<file path="src/rtl/assert_macros.svh">
// Assertion macros shared by the flow statistics RTL.
// No dependencies; included by modules that carry assertions.
`ifndef ASSERT_MACROS_SVH
`define ASSERT_MACROS_SVH
`ifndef ASSERT_OFF
`define ASSERT_CHK(lbl, clk, rst, prop, msg) \
  lbl: assert property (@(posedge clk) disable iff (rst) prop) else $error(msg);
`define ASSERT_NEVER(lbl, clk, rst, expr, msg) \
  lbl: assert property (@(posedge clk) disable iff (rst) !(expr)) else $error(msg);
`else
`define ASSERT_CHK(lbl, clk, rst, prop, msg)
`define ASSERT_NEVER(lbl, clk, rst, expr, msg)
`endif
`endif

</file>
<file path="src/rtl/fccs_pkg.sv">
// Types and constants for the per-flow congestion-control statistics table.
// No dependencies; used by the interfaces, controller, datapath and top level.
package fccs_pkg;

  localparam int FLOW_ID_W = 10;
  localparam int RTT_SHIFT = 9;
  localparam int RTT_MAX   = 100000;
  localparam int SAMPLE_W  = 14;
  localparam logic [SAMPLE_W-1:0] RTT_SAMPLE_CAP = SAMPLE_W'(RTT_MAX >> 3);

  typedef enum logic [1:0] {
    REQ_ACK  = 2'd0,
    REQ_RETX = 2'd1,
    REQ_TX   = 2'd2,
    REQ_INIT = 2'd3
  } req_kind_t;

  typedef struct packed {
    req_kind_t              req_type;
    logic [FLOW_ID_W-1:0]   flow_id;
    logic [31:0]            acked_bytes;
    logic                   has_ack_desc;
    logic                   ecn_marked;
    logic                   retx_mark;
    logic                   pending_clear;
    logic [31:0]            ts_echo;
    logic [31:0]            now_ts;
    logic [31:0]            init_rate;
  } req_t;

  typedef struct packed {
    logic [FLOW_ID_W-1:0]   out_flow;
    logic [31:0]            ack_count;
    logic [63:0]            ack_byte_count;
    logic [63:0]            ecn_byte_count;
    logic [31:0]            drop_count;
    logic                   tx_pending;
    logic [31:0]            rate_interval;
    logic [31:0]            rtt_estimate;
  } rsp_t;

  typedef struct packed {
    logic load_req;
    logic rd;
    logic wr;
  } cmd_t;

endpackage

</file>
<file path="src/rtl/fccs_ctrl.sv">
// Controller: sequences accept, table read and write-back for each beat.
// Depends on fccs_pkg and assert_macros.svh.
`include "assert_macros.svh"
module fccs_ctrl (
  input  logic          clk,
  input  logic          rst,
  input  logic          in_valid,
  output logic          in_ready,
  output logic          out_valid,
  input  logic          out_ready,
  output fccs_pkg::cmd_t cmd
);
  import fccs_pkg::*;

  typedef enum logic [1:0] {
    IDLE,
    READ,
    WRITE
  } state_t;

  state_t state;
  state_t state_next;
  logic   out_free;
  logic   accept;

  always_comb begin
    out_free     = !out_valid || out_ready;
    in_ready     = (state == IDLE) || ((state == WRITE) && out_free);
    accept       = in_valid && in_ready;
    cmd.load_req = accept;
    cmd.rd       = (state == READ);
    cmd.wr       = (state == WRITE) && out_free;
    state_next   = state;
    case (state)
      IDLE: begin
        if (accept) state_next = READ;
      end
      READ: begin
        state_next = WRITE;
      end
      WRITE: begin
        if (out_free) state_next = accept ? READ : IDLE;
      end
      default: begin
        state_next = IDLE;
      end
    endcase
  end

  always_ff @(posedge clk) begin
    if (rst) begin
      state     <= IDLE;
      out_valid <= 1'b0;
    end else begin
      state <= state_next;
      if (cmd.wr) begin
        out_valid <= 1'b1;
      end else if (out_ready) begin
        out_valid <= 1'b0;
      end
    end
  end

  `ASSERT_CHK(a_accept_then_read, clk, rst, accept |=> (state == READ), "accept not followed by read")
  `ASSERT_CHK(a_read_then_write, clk, rst, cmd.rd |=> (state == WRITE), "read not followed by write")
  `ASSERT_CHK(a_write_loads_out, clk, rst, cmd.wr |=> out_valid, "write-back did not present a result")
  `ASSERT_NEVER(a_no_accept_in_read, clk, rst, in_ready && (state == READ), "ready during table read")

endmodule

</file>
<file path="config.mk">
export PLATFORM = sky130hd
export DESIGN_NAME = fccs_ctrl
export DESIGN_NICKNAME = d
export VERILOG_FILES = /design/src/rtl/fccs_pkg.sv /design/src/rtl/fccs_ctrl.sv
export VERILOG_INCLUDE_DIRS = /design/src /design/src/rtl
export SDC_FILE = /design/constraint.sdc
export NUM_CORES = 1
export LEC_CHECK = 0
export BUFFER_PORTS_ARGS = -buffer_cell sky130_fd_sc_hd__buf_2
export CAP_MARGIN = 40
export CORE_AREA = 2 2 39 41
export DETAILED_ROUTE_END_ITERATION = 12
export DIE_AREA = 0 0 41 43
export PLACE_DENSITY = 0.43
export SETUP_SLACK_MARGIN = 0.2
export SYNTH_ARGS = -nofsm -noshare
export SYNTH_HDL_FRONTEND = slang
export SYNTH_SLANG_ARGS = --single-unit
</file>
<file path="constraint.sdc">
create_clock -name clk -period 1 [get_ports clk]
set_input_delay 0.2 -clock clk [delete_from_list [all_inputs] [get_ports clk]]
set_output_delay 0.2 -clock clk [all_outputs]
set_load 0.05 [all_outputs]
</file>
==> impl_metrics.tcl <==
set metrics [dict create \
    num_antenna_cells 0 \
    syn_inst 16 \
    finalNonFillerCells 52 \
    slowest_stage "dfxtp_4" \
    synth_top_area_share_pct 36.6 \
    crit_end "cmd[0]" \
    cts_buffers 3 \
    drtIter0Drc 1 \
    dpl_cell_area_um2 277 \
    die_h_um 43 \
    place_inst 42 \
    start_kind "flop" \
    num_rows 14 \
    rsz0062_at_grt "true" \
    syn_area_per_cell_um2 10.2 \
    worstMarginPinSlew_ns 0.177 \
    final_nets 41 \
    final_cell_area_um2 417 \
    irDropWorstVdd_mv 0.416 \
    hold_class "input port to flop" \
    cellPowerDensity_mw_per_mm2 1130 \
    p_leak_nw 0.210 \
    synth-seq-cells 3 \
    r2r.worst_path.cells 5 \
    r2r-start "out_valid" \
    drv_slew 0 \
    antenna_found_initial 0 \
    num-fill-cells 164 \
    cts_buffer_depth 2 \
    io-pin-count 9 \
    clk_pin_slew_ns 0.04 \
    reg2reg_slack_ns -0.13 \
    initial_core_util_pct 11.8 \
    synth_area_um2 164 \
    grt_max_degree 7 \
    cpPeakStageDelay_ns 0.33 \
    fin_skew_ns 0.00187 \
    synth_common_cells "dfxtp_1, buf_4, nand2b_1" \
    setup.worst_path.start "out_valid" \
    wirelength_um 534 \
    fin_crit_sh_pct 136 \
    core_region_area_mm2 0.00138 \
    drcViolationCount 0 \
    max_freq_mhz 736 \
    synth_top_area_cell "dfxtp_1" \
    cp_max_fo 2 \
    synth_ff_type "dfxtp_1" \
    dieArea_mm2 0.00176 \
    hold_slack_ns 0.166 \
    yosysMostFrequentCell "dfxtp_1" \
    viasPerCell 3.77 \
    cp_data_required_time_ns 0.80 \
    min-delay-start "rst" \
    finalSetupViolations 6 \
    worstSkewPairLatency_ns 0.23 \
    final_core_util_pct 30.1 \
    violations "negative setup slack" \
    first_global_vias 189 \
    critPathKind "flop to primary output" \
    hold_viol 0 \
    syn_to_final_growth_pct 154 \
    reg2reg_to "state[1]" \
    cts_tree "done" \
    async_flop_share_pct 0 \
    status "complete, but fails checks" \
    grt_pass1_wl_um 828 \
    gp_congestion 0.552 \
    htree_levels 1 \
    portBuffers 8 \
    cts_hold_buf 0 \
    cp.arrival_ns 1.16 \
    clkSinkCount 3 \
    ys_types 12 \
    gr-total-overflow 0 \
    worst_slack_ns -0.359 \
    fin_crit_ns 1.36 \
    crit_chain "buf_4, buf_6, nand2b_4, nor2b_4, buf_8" \
    drtPass1Iterations 2 \
    slew-limit-headroom_pct 88.2 \
    drive_above_1_share_pct 88.9 \
    wl_per_cell_um 10.3 \
    drv_cap 0 \
    ant_nets 0 \
    syn-num-nets 20 \
    grtUsageTotal_pct 7.53 \
    ys_seq_area_share_pct 36.6 \
    cts-root-buf "clkbuf_4" \
    yosys_warnings 0 \
    vias 196 \
    synth-edff-count 0 \
    dieWidth_um 41 \
    synth_area_leaders "dfxtp_1, buf_4, nor4b_2" \
    crit_path_end_kind "primary output" \
]
## critical path, delay by kind of cell (launching register included)
kind | cells | cell delay, ns
DFF | 1 | 0.33
and+or+nand+nor | 2 | 0.20
buffers and inverters | 3 | 0.39
## final cells by class
type / count / area [um2] / share of cell area, %
clock buffer: 4 / 26.3 / 6.31
multi-input combinational: 11 / 129 / 30.9
sequential: 3 / 68.8 / 16.5
tap: 16 / 20.0 / 4.80
timing repair buffer: 18 / 173 / 41.4
## layout by cell type, fill, tap and decap left out
master	instances
buf_6	6
buf_4	6
clkbuf_4	3
buf_2	3
buf_8	3
nand2b_4	2
dfxtp_4	2
and2b_1	1
nor2b_4	1
and3b_2	1
nor2_4	1
nor3b_2	1
nor4b_2	1
a21oi_2	1
and4bb_1	1
o21ba_1	1
clkbuf_1	1
dfxtp_2	1
## logic make-up (layout without fill, tap and decap cells)
group | Yosys count | in the layout | share of synthesized area, %
AND/OR/NAND/NOR | 9 | 9 | 45.0
AO/OA/AOI/OAI | 2 | 2 | 9.16
flip-flops | 3 | 3 | 36.6
buffers and inverters | 2 | 22 | 9.16
## worst min path at each step
stage	to	slack (ns)	cells past startpoint
5_1_grt	out_valid	0.17	2
3_3_place_gp	out_valid	0.39	2
6_report	out_valid	0.17	2
2_1_floorplan	out_valid	0.26	1
3_5_place_dp	out_valid	0.40	2
4_1_cts	out_valid	0.15	2
## power breakdown
group	switching, mW	internal, mW	total [mW]
Clock	0.0616	0.149	0.211
Combinational	0.0643	0.0679	0.132
Sequential	0.00585	0.123	0.129
Total	0.132	0.341	0.472
## per-layer routing
| layer | track usage, % | share of wire, % |
|---|---|---|
| met1 | 8.68 | 38 |
| met2 | 9.06 | 54 |
| met3 | 5.24 | 8.8 |
| met4 | 6.00 | 0 |
| met5 | 0 | 0 |
## registers in the layout, summed over array words and instances, names as in the netlist
register   cells
state          2
out_valid      1
## what timing repair did
action                     4_1_cts  5_1_grt
buffers inserted                 3        3
setup endpoints to repair        7        8
gates resized for setup         14        5
pin swaps                        2        4
## metrics by stage
| step | setup slack [ns] | setup TNS (ns) | power (mW) |
|---|---|---|---|
| 2_1_floorplan | -0.199 | -0.327 | 0.205 |
| 4_1_cts | -0.381 | -1.54 | 0.474 |
| 3_3_place_gp | -0.185 | -0.459 | 0.222 |
| 6_report | -0.359 | -1.68 | 0.472 |
| 3_5_place_dp | -0.190 | -0.521 | 0.225 |
| 5_1_grt | -0.417 | -1.93 | 0.505 |
No activity file was read; power rests on OpenSTA's default activity.
